File: config.mk
export PLATFORM = sky130hd
export DESIGN_NAME = odometry_pose_integrator
export DESIGN_NICKNAME = d
export VERILOG_FILES = /design/src/odo_pkg.sv /design/src/odo_ctrl.sv /design/src/odo_datapath.sv /design/src/odometry_pose_integrator.sv
export SDC_FILE = /design/constraint.sdc
export NUM_CORES = 2
export LEC_CHECK = 0
export BUFFER_PORTS_ARGS = -buffer_cell sky130_fd_sc_hd__buf_4
export CAP_MARGIN = 10
export CORE_MARGIN = 1.5
export CORE_UTILIZATION = 40
export CTS_BUF_LIST = sky130_fd_sc_hd__clkbuf_4
export CTS_CLUSTER_DIAMETER = 150
export DETAILED_ROUTE_END_ITERATION = 12
export PLACE_DENSITY = 0.56
export SYNTH_ARGS = -nofsm -noshare
export SYNTH_HDL_FRONTEND = slang
export SYNTH_SLANG_ARGS = --single-unit
File: constraint.sdc
create_clock -name clk_i -period 10.9 [get_ports clk_i]
set_input_delay 0 -clock clk_i [delete_from_list [all_inputs] [get_ports clk_i]]
set_output_delay 0 -clock clk_i [all_outputs]
set_load 0.05 [all_outputs]
File: src/odo_pkg.sv
// Shared types, constants and tables for the odometry pose integrator.
// Depends on nothing; every other file imports it.
`default_nettype none

package odo_pkg;

  // Field widths that are fixed by the interface
  localparam int POSE_BITS_DEF  = 32;
  localparam int STEP_BITS_DEF  = 16;
  localparam int ANGLE_BITS_DEF = 16;
  localparam int RECIP_W        = 24;

  localparam logic [RECIP_W-1:0] RECIP_RESET = 24'd83443;

  // Opcode of an input word
  localparam logic OP_STEP = 1'b0;
  localparam logic OP_LOAD = 1'b1;

  // CORDIC: angle in 2^-32 turn units, vector in Q30
  localparam int CORDIC_ITERS = 16;
  localparam int ITER_W       = $clog2(CORDIC_ITERS);
  localparam int ZW           = 32;
  localparam int VW           = 32;
  localparam logic signed [VW-1:0] CORDIC_INIT = 32'sd652032874;

  typedef enum logic [2:0] {
    ST_IDLE,
    ST_MUL_P,
    ST_ANGLE,
    ST_ROTATE,
    ST_MUL_C,
    ST_MUL_S,
    ST_ROUND,
    ST_COMMIT
  } odo_state_e;

  typedef struct packed {
    logic              accept;
    logic              mul_p;
    logic              angle;
    logic              rotate;
    logic              mul_c;
    logic              mul_s;
    logic              round_y;
    logic              commit;
    logic [ITER_W-1:0] iter;
  } odo_cmd_t;

  typedef struct packed {
    logic is_load;
  } odo_status_t;

  // Arctangent of 2^-i in 2^-32 turn units
  function automatic logic signed [ZW-1:0] atan_entry(input logic [ITER_W-1:0] idx);
    logic signed [ZW-1:0] v;
    case (idx)
      4'd0:    v = 32'sd536870912;
      4'd1:    v = 32'sd316933406;
      4'd2:    v = 32'sd167458907;
      4'd3:    v = 32'sd85004756;
      4'd4:    v = 32'sd42667331;
      4'd5:    v = 32'sd21354465;
      4'd6:    v = 32'sd10680350;
      4'd7:    v = 32'sd5340245;
      4'd8:    v = 32'sd2670163;
      4'd9:    v = 32'sd1335087;
      4'd10:   v = 32'sd667544;
      4'd11:   v = 32'sd333772;
      4'd12:   v = 32'sd166886;
      4'd13:   v = 32'sd83443;
      4'd14:   v = 32'sd41722;
      4'd15:   v = 32'sd20861;
      default: v = '0;
    endcase
    return v;
  endfunction

endpackage

`default_nettype wire

File: src/odo_ctrl.sv
// Sequencer for the odometry pose integrator: state machine, CORDIC
// iteration count and output valid. Depends on odo_pkg.
`default_nettype none

module odo_ctrl
  import odo_pkg::*;
(
  input  wire logic        clk_i,
  input  wire logic        rst_ni,
  input  wire logic        in_valid_i,
  output logic             in_stall_o,
  output logic             out_valid_o,
  input  wire logic        out_stall_i,
  input  wire odo_status_t status_i,
  output odo_cmd_t         cmd_o
);

  odo_state_e        state_q, state_d;
  logic [ITER_W-1:0] iter_q, iter_d;
  logic              out_valid_q, out_valid_d;
  logic              slot_free;

  // Output slot is free when empty or being taken at this edge
  assign slot_free = !out_valid_q || !out_stall_i;

  always_comb begin
    state_d = state_q;
    iter_d  = iter_q;
    case (state_q)
      ST_IDLE:   if (in_valid_i) state_d = ST_MUL_P;
      ST_MUL_P:  state_d = status_i.is_load ? ST_COMMIT : ST_ANGLE;
      ST_ANGLE: begin
        state_d = ST_ROTATE;
        iter_d  = '0;
      end
      ST_ROTATE: begin
        iter_d = iter_q + 1'b1;
        if (iter_q == ITER_W'(CORDIC_ITERS - 1)) state_d = ST_MUL_C;
      end
      ST_MUL_C:  state_d = ST_MUL_S;
      ST_MUL_S:  state_d = ST_ROUND;
      ST_ROUND:  state_d = ST_COMMIT;
      ST_COMMIT: if (slot_free) state_d = ST_IDLE;
      default:   state_d = ST_IDLE;
    endcase
  end

  always_comb begin
    cmd_o         = '0;
    cmd_o.iter    = iter_q;
    cmd_o.accept  = (state_q == ST_IDLE) && in_valid_i;
    cmd_o.mul_p   = (state_q == ST_MUL_P);
    cmd_o.angle   = (state_q == ST_ANGLE);
    cmd_o.rotate  = (state_q == ST_ROTATE);
    cmd_o.mul_c   = (state_q == ST_MUL_C);
    cmd_o.mul_s   = (state_q == ST_MUL_S);
    cmd_o.round_y = (state_q == ST_ROUND);
    cmd_o.commit  = (state_q == ST_COMMIT) && slot_free;
    in_stall_o    = (state_q != ST_IDLE);
  end

  always_comb begin
    out_valid_d = out_valid_q;
    if (out_valid_q && !out_stall_i) out_valid_d = 1'b0;
    if (cmd_o.commit) out_valid_d = 1'b1;
  end

  assign out_valid_o = out_valid_q;

  always_ff @(posedge clk_i or negedge rst_ni) begin
    if (!rst_ni) begin
      state_q     <= ST_IDLE;
      iter_q      <= '0;
      out_valid_q <= 1'b0;
    end else begin
      state_q     <= state_d;
      iter_q      <= iter_d;
      out_valid_q <= out_valid_d;
    end
  end

  a_commit_slot: assert property (@(posedge clk_i) disable iff (!rst_ni)
    cmd_o.commit |-> (!out_valid_q || !out_stall_i))
    else $error("commit while output word still stalled");

  a_valid_from_commit: assert property (@(posedge clk_i) disable iff (!rst_ni)
    $rose(out_valid_q) |-> $past(state_q == ST_COMMIT))
    else $error("output valid rose without a commit");

  a_accept_starts: assert property (@(posedge clk_i) disable iff (!rst_ni)
    cmd_o.accept |=> (state_q == ST_MUL_P))
    else $error("accepted word did not start the sequence");

  a_rotate_from_zero: assert property (@(posedge clk_i) disable iff (!rst_ni)
    (state_q == ST_ANGLE) |=> (state_q == ST_ROTATE && iter_q == '0))
    else $error("rotation did not start at iteration zero");

  a_stall_busy: assert property (@(posedge clk_i) disable iff (!rst_ni)
    (state_q == ST_COMMIT && !slot_free) |=> (state_q == ST_COMMIT && in_stall_o))
    else $error("left commit state without delivering");

endmodule

`default_nettype wire

File: src/odo_datapath.sv
// Datapath of the odometry pose integrator: pose and reciprocal registers,
// shared multiplier, CORDIC rotator, rounding and saturation. Depends on odo_pkg.
`default_nettype none

module odo_datapath
  import odo_pkg::*;
#(
  parameter int POSE_BITS  = POSE_BITS_DEF,
  parameter int STEP_BITS  = STEP_BITS_DEF,
  parameter int ANGLE_BITS = ANGLE_BITS_DEF
) (
  input  wire logic                          clk_i,
  input  wire logic                          rst_ni,
  input  wire odo_cmd_t                      cmd_i,
  output odo_status_t                        status_o,
  input  wire logic                          cfg_we_i,
  input  wire logic        [RECIP_W-1:0]     cfg_wdata_i,
  input  wire logic                          opcode_i,
  input  wire logic signed [STEP_BITS-1:0]   left_dist_i,
  input  wire logic signed [STEP_BITS-1:0]   right_dist_i,
  input  wire logic signed [POSE_BITS-1:0]   load_x_i,
  input  wire logic signed [POSE_BITS-1:0]   load_y_i,
  input  wire logic signed [ANGLE_BITS-1:0]  load_heading_i,
  output logic signed      [POSE_BITS-1:0]   pos_x_o,
  output logic signed      [POSE_BITS-1:0]   pos_y_o,
  output logic signed      [ANGLE_BITS-1:0]  heading_o
);

  localparam int SW     = STEP_BITS + 1;
  localparam int MUL_W  = VW + SW;
  localparam int RND_W  = (MUL_W > ANGLE_BITS + 18) ? MUL_W : ANGLE_BITS + 18;
  localparam int DXW    = MUL_W - 31;
  localparam int SUM_W  = ((POSE_BITS > DXW) ? POSE_BITS : DXW) + 1;
  localparam int ZPAD   = ZW - ANGLE_BITS;

  localparam logic signed [POSE_BITS-1:0] POSE_MAX = {1'b0, {(POSE_BITS-1){1'b1}}};
  localparam logic signed [POSE_BITS-1:0] POSE_MIN = {1'b1, {(POSE_BITS-1){1'b0}}};
  localparam logic signed [ZW-1:0]        QUARTER  = 32'sd1073741824;

  // Pose state and configuration
  logic signed [POSE_BITS-1:0]  pos_x_q, pos_y_q;
  logic signed [ANGLE_BITS-1:0] heading_q;
  logic        [RECIP_W-1:0]    recip_q;

  // Latched input word
  logic                         load_q;
  logic signed [SW-1:0]         diff_q, sum_q;
  logic signed [POSE_BITS-1:0]  ld_x_q, ld_y_q;
  logic signed [ANGLE_BITS-1:0] ld_h_q;

  // Working registers
  logic signed [MUL_W-1:0]      prod_q;
  logic signed [ANGLE_BITS-1:0] dth_q;
  logic signed [VW-1:0]         x_q, y_q;
  logic signed [ZW-1:0]         z_q;
  logic                         neg_q;
  logic signed [DXW-1:0]        dx_q, dy_q;

  // Shared multiplier
  logic signed [VW-1:0]    mul_a;
  logic signed [SW-1:0]    mul_b;
  logic signed [MUL_W-1:0] mul_p;

  always_comb begin
    mul_a = neg_q ? -x_q : x_q;
    mul_b = sum_q;
    if (cmd_i.mul_p) begin
      mul_a = $signed(VW'(recip_q));
      mul_b = diff_q;
    end else if (cmd_i.mul_s) begin
      mul_a = neg_q ? -y_q : y_q;
    end
  end
  assign mul_p = MUL_W'(mul_a) * MUL_W'(mul_b);

  // Heading step and half step, rounded half up, wrapped
  logic signed [RND_W-1:0]      p_ext, p_r16, p_r17;
  logic signed [ANGLE_BITS-1:0] dth, half, mid;
  logic signed [ZW-1:0]         z_raw, z_init;
  logic                         fold;

  assign p_ext  = RND_W'(prod_q);
  assign p_r16  = p_ext + (RND_W'(1) << 15);
  assign p_r17  = p_ext + (RND_W'(1) << 16);
  assign dth    = p_r16[16 +: ANGLE_BITS];
  assign half   = p_r17[17 +: ANGLE_BITS];
  assign mid    = heading_q + half;
  assign z_raw  = {mid, {ZPAD{1'b0}}};
  assign fold   = (z_raw > QUARTER) || (z_raw < -QUARTER);
  // Moving by half a turn flips the top bit of the binary angle
  assign z_init = fold ? {~z_raw[ZW-1], z_raw[ZW-2:0]} : z_raw;

  // One CORDIC rotation step
  logic signed [VW-1:0] x_sh, y_sh;
  logic signed [ZW-1:0] atan_v;
  logic                 dir_pos;

  assign x_sh    = x_q >>> cmd_i.iter;
  assign y_sh    = y_q >>> cmd_i.iter;
  assign atan_v  = atan_entry(cmd_i.iter);
  assign dir_pos = !z_q[ZW-1];

  // Rounded displacement from the product register
  logic signed [MUL_W-1:0] prod_rnd;
  logic signed [DXW-1:0]   disp;

  assign prod_rnd = prod_q + (MUL_W'(1) << 30);
  assign disp     = prod_rnd[31 +: DXW];

  // Saturating position update
  logic signed [SUM_W-1:0]     xs, ys;
  logic signed [POSE_BITS-1:0] x_new, y_new;

  assign xs = SUM_W'(pos_x_q) + SUM_W'(dx_q);
  assign ys = SUM_W'(pos_y_q) + SUM_W'(dy_q);

  always_comb begin
    if (xs > SUM_W'(POSE_MAX))      x_new = POSE_MAX;
    else if (xs < SUM_W'(POSE_MIN)) x_new = POSE_MIN;
    else                            x_new = xs[POSE_BITS-1:0];
    if (ys > SUM_W'(POSE_MAX))      y_new = POSE_MAX;
    else if (ys < SUM_W'(POSE_MIN)) y_new = POSE_MIN;
    else                            y_new = ys[POSE_BITS-1:0];
  end

  // Control state: pose and configuration
  always_ff @(posedge clk_i or negedge rst_ni) begin
    if (!rst_ni) begin
      pos_x_q   <= '0;
      pos_y_q   <= '0;
      heading_q <= '0;
      recip_q   <= RECIP_RESET;
    end else begin
      if (cfg_we_i) recip_q <= cfg_wdata_i;
      if (cmd_i.commit) begin
        if (load_q) begin
          pos_x_q   <= ld_x_q;
          pos_y_q   <= ld_y_q;
          heading_q <= ld_h_q;
        end else begin
          pos_x_q   <= x_new;
          pos_y_q   <= y_new;
          heading_q <= heading_q + dth_q;
        end
      end
    end
  end

  // Payload registers
  always_ff @(posedge clk_i) begin
    if (cmd_i.accept) begin
      load_q <= (opcode_i == OP_LOAD);
      diff_q <= SW'(right_dist_i) - SW'(left_dist_i);
      sum_q  <= SW'(right_dist_i) + SW'(left_dist_i);
      ld_x_q <= load_x_i;
      ld_y_q <= load_y_i;
      ld_h_q <= load_heading_i;
    end
    if (cmd_i.mul_p || cmd_i.mul_c || cmd_i.mul_s) prod_q <= mul_p;
    if (cmd_i.angle) begin
      dth_q <= dth;
      z_q   <= z_init;
      neg_q <= fold;
      x_q   <= CORDIC_INIT;
      y_q   <= '0;
    end
    if (cmd_i.rotate) begin
      if (dir_pos) begin
        x_q <= x_q - y_sh;
        y_q <= y_q + x_sh;
        z_q <= z_q - atan_v;
      end else begin
        x_q <= x_q + y_sh;
        y_q <= y_q - x_sh;
        z_q <= z_q + atan_v;
      end
    end
    if (cmd_i.mul_s)   dx_q <= disp;
    if (cmd_i.round_y) dy_q <= disp;
  end

  assign status_o.is_load = load_q;
  assign pos_x_o          = pos_x_q;
  assign pos_y_o          = pos_y_q;
  assign heading_o        = heading_q;

endmodule

`default_nettype wire

File: src/odometry_pose_integrator.sv
// Top level of the differential-drive odometry pose integrator.
// Depends on odo_pkg, odo_ctrl and odo_datapath.
//
// Dead-reckoning pose integrator. Each input word is either a wheel step
// (opcode 0: left and right wheel travel in 2^-14 m) or a pose load
// (opcode 1: x, y and heading taken as given). A wheel step turns the
// heading by (right - left) * track_width_recip / 2^16 binary-angle units,
// rounded half up, and moves the position by the mean wheel travel along
// the mid-step heading; sine and cosine come from a 16-iteration CORDIC
// rotator that is run one iteration per cycle. Heading wraps as a binary
// angle (half of full scale equals pi); x and y saturate at the limits of
// their width. Every input word yields exactly one output word holding the
// pose after that word. A wheel step occupies the block from the accepting
// edge to the edge that loads its result, through the 16 CORDIC iterations
// plus one multiply for the heading change, one for each of the two
// displacements, and setup, rounding and commit steps; a pose load goes
// from its multiply step straight to commit. Input stall is high while a
// word is being processed, so one word is in flight at a time; a finished
// word waits in the output register and does not stall the input side, but
// the next word cannot commit until that output word is taken. The
// track-width reciprocal is written through cfg_we_i / cfg_wdata_i and
// resets to 83443; write it only while the block is idle.
`default_nettype none

module odometry_pose_integrator
  import odo_pkg::*;
#(
  parameter int POSE_BITS  = POSE_BITS_DEF,
  parameter int STEP_BITS  = STEP_BITS_DEF,
  parameter int ANGLE_BITS = ANGLE_BITS_DEF
) (
  input  wire logic                          clk_i,
  input  wire logic                          rst_ni,
  // Configuration: track width reciprocal
  input  wire logic                          cfg_we_i,
  input  wire logic        [RECIP_W-1:0]     cfg_wdata_i,
  // Input words
  input  wire logic                          in_valid_i,
  output logic                               in_stall_o,
  input  wire logic                          opcode_i,
  input  wire logic signed [STEP_BITS-1:0]   left_dist_i,
  input  wire logic signed [STEP_BITS-1:0]   right_dist_i,
  input  wire logic signed [POSE_BITS-1:0]   load_x_i,
  input  wire logic signed [POSE_BITS-1:0]   load_y_i,
  input  wire logic signed [ANGLE_BITS-1:0]  load_heading_i,
  // Output words
  output logic                               out_valid_o,
  input  wire logic                          out_stall_i,
  output logic signed      [POSE_BITS-1:0]   pos_x_o,
  output logic signed      [POSE_BITS-1:0]   pos_y_o,
  output logic signed      [ANGLE_BITS-1:0]  heading_o
);

  odo_cmd_t    cmd;
  odo_status_t status;

  // Sequencer: accepts a word, steps the datapath, holds the result valid
  odo_ctrl u_ctrl (
    .clk_i       (clk_i),
    .rst_ni      (rst_ni),
    .in_valid_i  (in_valid_i),
    .in_stall_o  (in_stall_o),
    .out_valid_o (out_valid_o),
    .out_stall_i (out_stall_i),
    .status_i    (status),
    .cmd_o       (cmd)
  );

  // Datapath: the pose registers double as the output register, since they
  // only change at commit, which waits for the previous word to be taken
  odo_datapath #(
    .POSE_BITS  (POSE_BITS),
    .STEP_BITS  (STEP_BITS),
    .ANGLE_BITS (ANGLE_BITS)
  ) u_datapath (
    .clk_i          (clk_i),
    .rst_ni         (rst_ni),
    .cmd_i          (cmd),
    .status_o       (status),
    .cfg_we_i       (cfg_we_i),
    .cfg_wdata_i    (cfg_wdata_i),
    .opcode_i       (opcode_i),
    .left_dist_i    (left_dist_i),
    .right_dist_i   (right_dist_i),
    .load_x_i       (load_x_i),
    .load_y_i       (load_y_i),
    .load_heading_i (load_heading_i),
    .pos_x_o        (pos_x_o),
    .pos_y_o        (pos_y_o),
    .heading_o      (heading_o)
  );

endmodule

`default_nettype wire
After elaboration in Yosys (flattened, before gate mapping)
Memories as Yosys holds them, arrays and structs flattened. Index checks and enable logic that the tools add are counted.

Output and inout port bits: 82. Memory bits (read-only): 480. Register bits after elaboration: 425. Memories: 1. Logic and storage cells: 105. Input bits: 142.

Memory list: (no name shown) (words 16, width 30, rd ports 1, clocked after Yosys merged registers in 0, write ports 0, line odo_pkg.sv:56) `case (idx)`.

$lt $le $gt $ge: 6. Multipliers: 1. Add/subtract/negate cells: 18. Shift operators: 2. Eq/ne operators: 11. Muxes and demuxes: 30. Bitwise logic cells: 1. Reduce and logical (&&, ||, !) cells: 14.

Operators with widths (count): 32-bit 2-to-1 mux (20); 32-bit adder (3); 32-bit subtractor (3); 32-bit by 18-bit adder with 33-bit output (2); 33-bit by 32-bit > comparator with 1-bit output (second input constant) (2); 33-bit by 32-bit less-than comparator with 1-bit output (second input constant) (2); 32-bit negator (2); 32-bit by 4-bit >>> shifter with 32-bit output (2); 49-bit by 32-bit adder with 49-bit output (second input constant) (1); 32-bit by 17-bit multiplier with 49-bit output (1); 33-bit by 18-bit adder with 33-bit output (second input constant) (1); 16-bit adder (2); 32-bit by 17-bit adder with 32-bit output (second input constant) (1); 32-bit > comparator (second input constant) (1); 32-bit by 31-bit less-than comparator with 1-bit output (second input constant) (1); 3-bit one-hot mux with 8 select lines (1); 16-bit by 16-bit adder with 17-bit output (1); 17-bit 2-to-1 mux (1); 16-bit by 16-bit subtractor with 17-bit output (1); 16-bit 2-to-1 mux (1); 3-bit equality test (second input constant) (4); 3-bit 2-to-1 mux (4); 4-bit one-hot mux with 2 select lines (1); 3-bit by 2-bit equality test with 1-bit output (second input constant) (2); other kinds (14) (23).

Logic depth before layout (Yosys ltp)
Depth after elaboration: 7. Gate-level depth with buffers: 37. Depth with buffers taken out: 35.

Cells and area by module
From an unflattened synthesis, not the netlist that was laid out.

Cell total of the unflattened synthesis: 5571. Area, all modules: 51294.2 sq um.

Modules (own cells, without submodules): odo_datapath (sequential area each 11533.6 sq um, cells each 5518, area each 50797.5 sq um, instances 1); odo_ctrl (sequential area each 200.2 sq um, cells each 53, area each 496.7 sq um, instances 1).

Least setup slack after synthesis
Ideal clock, no wire load.

Path type: register to register. Start: register u_datapath.y_q[2]. End: register u_datapath.prod_q[48], in the netlist u_datapath.p_ext[48], data pin. Cell stages (with the launch flop): 32. Required time: 10.640 ns. Period minus slack after synthesis: 8.650 ns. Path slack: 2.250 ns. Library setup time: 0.260 ns. Buffers on the path: 2. Arrival: 8.390 ns. Path through: edfxtp_1 -> buf_6 -> or3_4 -> or4_4 -> or3_4 -> or3_4 -> nor3_4 -> nand2_2 -> o31a_1 -> xnor2_2 -> o211a_4 -> buf_6 -> nand2_1 -> fa_1 -> inv_1 -> fa_1 -> inv_1 -> fa_1 -> fa_1 -> fa_1 -> fa_1 -> inv_1 -> ha_1 -> a21oi_1 -> nor2b_1 -> o21ai_0 -> nand2b_1 -> a21o_1 -> a21oi_1 -> o21ai_0 -> or3_1 -> xnor2_1.

Longest elaborated chain between the ends: 5.

RTL lines: start: declaration (line odo_datapath.sv:54) `logic signed [VW-1:0] x_q, y_q;`; start signal: assignment (line odo_datapath.sv:170) `y_q <= y_q + x_sh;`; start signal: assignment (line odo_datapath.sv:174) `y_q <= y_q - x_sh;`; 32-bit negator (line odo_datapath.sv:71) `mul_a = neg_q ? -y_q : y_q;`; 32-bit 2-to-1 mux (*) (line odo_datapath.sv:71); 32-bit 2-to-1 mux (*) (line odo_datapath.sv:70) `end else if (cmd_i.mul_s) begin`; 32-bit 2-to-1 mux (*) (line odo_datapath.sv:67) `if (cmd_i.mul_p) begin`; 32-bit by 17-bit multiplier with 49-bit output (*) (line odo_datapath.sv:74) `assign mul_p = MUL_W'(mul_a) * MUL_W'(mul_b);`; via u_datapath.mul_p[48] (line odo_datapath.sv:62) `logic signed [MUL_W-1:0] mul_p;`; end signal: assignment (line odo_datapath.sv:159) `if (cmd_i.mul_p || cmd_i.mul_c || cmd_i.mul_s) prod_q <= mul_p;`; end: declaration (line odo_datapath.sv:52) `logic signed [MUL_W-1:0] prod_q;`.

The timed path passes the listed nets; every way through them passes the cells marked *. A chain may end at the register's enable or synchronous reset.

Worst setup path after layout
Start: register u_datapath.y_q[1]. End: register u_datapath.prod_q[43], in the netlist u_datapath.p_ext[43], data pin.

The elaborated chain is that of the path after synthesis.

==> impl_metrics.yaml <==
sta:
  finClkSkew_ns: 0.0696
  fin_crit_sh_pct: 92.5
  finalSetupTns_ns: 0
  rsz0062_at_grt: "false"
  fmaxAchievable_ghz: 0.0991
  min_period_ns: 10.09
  drv_slew: 0
  relSlewSlack_pct: 12.3
  worst_pin_slew_ns: 1.29
  hold_viol: 0
  setup_viol: 0
critical_path:
  crit_type: "reg -> reg"
  endpoint_kind: "flop"
  r2r-end: "u_datapath.p_ext[43]"
  critical_path.max_fanout: 11
  slowest_stage: "o31ai_1"
  r2r_slack_ns: 0.81
  max_stage_delay_ns: 0.62
  reg2reg_from: "u_datapath.y_q[1]"
  cpMostUsedCell: "fa_1"
  ff2ff_path_depth: 30
  critPathLaunchType: "flop"
  cp.required_ns: 11.74
  arrival_ns: 10.92
clock_tree:
  clock_path_buffers: 3
  cts_htree_levels: 4
  postCtsSetupBuffers: 0
  clkLatencyLatePin_ns: 1.13
  clockRootBuffer: "clkbuf_4"
  clkTransAtPathRegs_ns: 0.06
  clock-sinks: 409
  tritoncts: "done"
  cts_buffers: 130
place:
  placed_cells: 7524
  routabilityCongestion: 0.946
  portBuffers: 223
  hpwlAfterDp_um: 126000
route:
  met1_length_um: 73200
  routed-via-count: 44900
  highest_layer: "met5"
  first_iter_violations: 3577
  drt-wirelength-per-cell_um: 20.9
  firstDrtPassIters: 8
  via_per_inst: 5.51
  wirelength_um: 170000
  drc: 0
  ant_nets: 0
  dr_wl_met3_um: 13100
  wl_met2_um: 78100
hold_path:
  min_from: "right_dist_i[3]"
  whs_endpoint: "u_datapath.diff_q[4]"
  hp-class: "in -> reg"
  min_path_cells: 6
synthesis:
  synth_edf_count: 297
  synth.distinct_cells: 94
  ys_warn_count: 0
  synth_cells: 5761
  async_flop_share_pct: 27.4
  yosysSeqAreaShare_pct: 22.6
  synth_area_um2: 51900
  synth_flop_cell: "edfxtp_1"
  syn-num-nets: 6775
  synth_area_per_cell_um2: 9.01
  synth-seq-cells: 409
grt:
  grt_pass1_vias: 45300
  grt_overflow: 0
  antenna_found_initial: 5
  grt_max_degree: 85
  grt_use_total_pct: 25.8
  grt_pass1_wl_um: 263000
finish:
  syn_to_final_growth_pct: 17.4
  drive_gt1_share_pct: 11.5
  finalNetCount: 7314
  finalNonFillerCells: 8144
floorplan:
  fp-row-count: 131
  die_area_um2: 132000
  core_um2: 128000
  fp.dieW_um: 363
  initial_core_util_pct: 40.5
  io_pins: 224
  die_h_um: 363
run:
  drv_cap: 0
outcome:
  status: "complete, no violations"
## metrics by stage
stage	instance area (um^2)	hold slack [ns]	utilization (%)	setup WS, ns
6_report	60900	0.116	47.5	0.814
5_1_grt	60900	0.0482	47.5	0.184
4_1_cts	60900	0.000208	47.5	0.929
3_5_place_dp	55400	0.164	43.2	0.932
3_3_place_gp	55400	0.168	43.2	1.16
2_1_floorplan	51900	-0.296	-	2.25
## routing by layer
layer,vias to the layer above,global-route usage (%)
li1,20700,-
met1,22100,34.2
met2,1671,41.5
met3,335,5.45
met4,2,9.21
met5,-,0
## cells in the mapped netlist, types with 102 or more instances
cell type  instances  area, um^2
dfrtp_1          102        2550
xnor2_1          234        2050
clkbuf_1         215         807
edfxtp_1         297        8920
fa_1             529       10600
o21ai_0          292        1460
a21oi_1          353        1770
xor2_1           146        1280
nand2_1          710        2670
nor2_1           500        1880
ha_1             343        4290
inv_1            668        2510
## what timing repair did
action	in CTS	in global routing
resized for setup	0	0
hold buffers	372	0
setup endpoints to repair	0	0
endpoints found under the hold margin	377	0
## layout by cell type (no fill, tap or decap), types with 58 or more instances in the layout
cell / synthesis / layout
nand2_1: 710 / 709
inv_1: 668 / 666
fa_1: 529 / 529
nor2_1: 500 / 496
dlygate4sd3_1: 0 / 371
a21oi_1: 353 / 352
ha_1: 343 / 343
buf_4: 9 / 307
edfxtp_1: 297 / 297
o21ai_0: 292 / 292
xnor2_1: 234 / 234
clkbuf_4: 0 / 190
xor2_1: 146 / 146
a21o_1: 99 / 99
dfrtp_1: 102 / 98
and2_1: 87 / 87
nand3_1: 86 / 86
nor3_1: 83 / 82
or3_1: 77 / 77
mux2i_1: 78 / 69
mux4_2: 69 / 69
a31oi_1: 62 / 61
mux2_2: 58 / 58
## worst max path at each step
stage | end | slack [ns] | start | cells past startpoint
6_report | u_datapath.p_ext[43] | 0.81 | u_datapath.y_q[1] | 30
2_1_floorplan | u_datapath.p_ext[48] | 2.25 | u_datapath.y_q[2] | 31
3_3_place_gp | u_datapath.p_ext[43] | 1.16 | u_datapath.y_q[2] | 29
5_1_grt | u_datapath.p_ext[43] | 0.18 | u_datapath.y_q[1] | 29
3_5_place_dp | u_datapath.p_ext[43] | 0.93 | u_datapath.y_q[2] | 29
4_1_cts | u_datapath.p_ext[43] | 0.93 | u_datapath.y_q[1] | 29
## area by class of cell
cell class / count / area, um^2
inverters: 673 / 2530
clock buffers: 190 / 1430
multi-input cells: 4404 / 36600
fillers: 12400 / 67300
repair buffers: 682 / 6090
flip-flops and latches: 409 / 11700
clock inverters: 47 / 328
diodes: 10 / 25.0
well taps: 1729 / 2160
## state kept, by name, indices dropped and copies added, names as in the netlist, 3 cells and up
signal                flops
u_ctrl.iter_q             4
u_ctrl.state_q            3
u_datapath.diff_q        16
u_datapath.dth_q         16
u_datapath.dx_q          18
u_datapath.dy_q          18
u_datapath.heading_o     16
u_datapath.ld_h_q        16
u_datapath.ld_x_q        32
u_datapath.ld_y_q        32
u_datapath.p_ext         34
u_datapath.pos_x_o       32
u_datapath.pos_y_o       32
u_datapath.recip_q       24
u_datapath.sum_q         17
u_datapath.x_q           32
u_datapath.y_q           32
u_datapath.z_q           32
## worst max-delay path, delay by kind of cell, from the launching register on
kind                       cells  cell delay (ns)
AOI/OAI and AO/OA              8             2.63
buffers and inverters          4             0.26
DFF                            1             0.50
xor gates and xnor gates       1             0.15
and+or+nand+nor                9             2.76
adders and majority gates      8             3.52
## cell families (layout without fill, tap and decap cells)
logic type                 after synthesis  in the layout  share of synthesized area [%]
buffers and inverters                  948           1592                           7.06
other                                    0             10                              0
adders and majority gates              872            872                           28.7
AOI/OAI and AO/OA                     1144           1144                           13.7
DFF                                    409            409                           22.6
and+or+nand+nor                       1802           1802                           15.8
xor gates and xnor gates               381            381                           6.45
muxes                                  205            205                           5.76
Power is not shown: default switching activity piles up to over one toggle a cycle in this logic, so the estimate is an artifact.
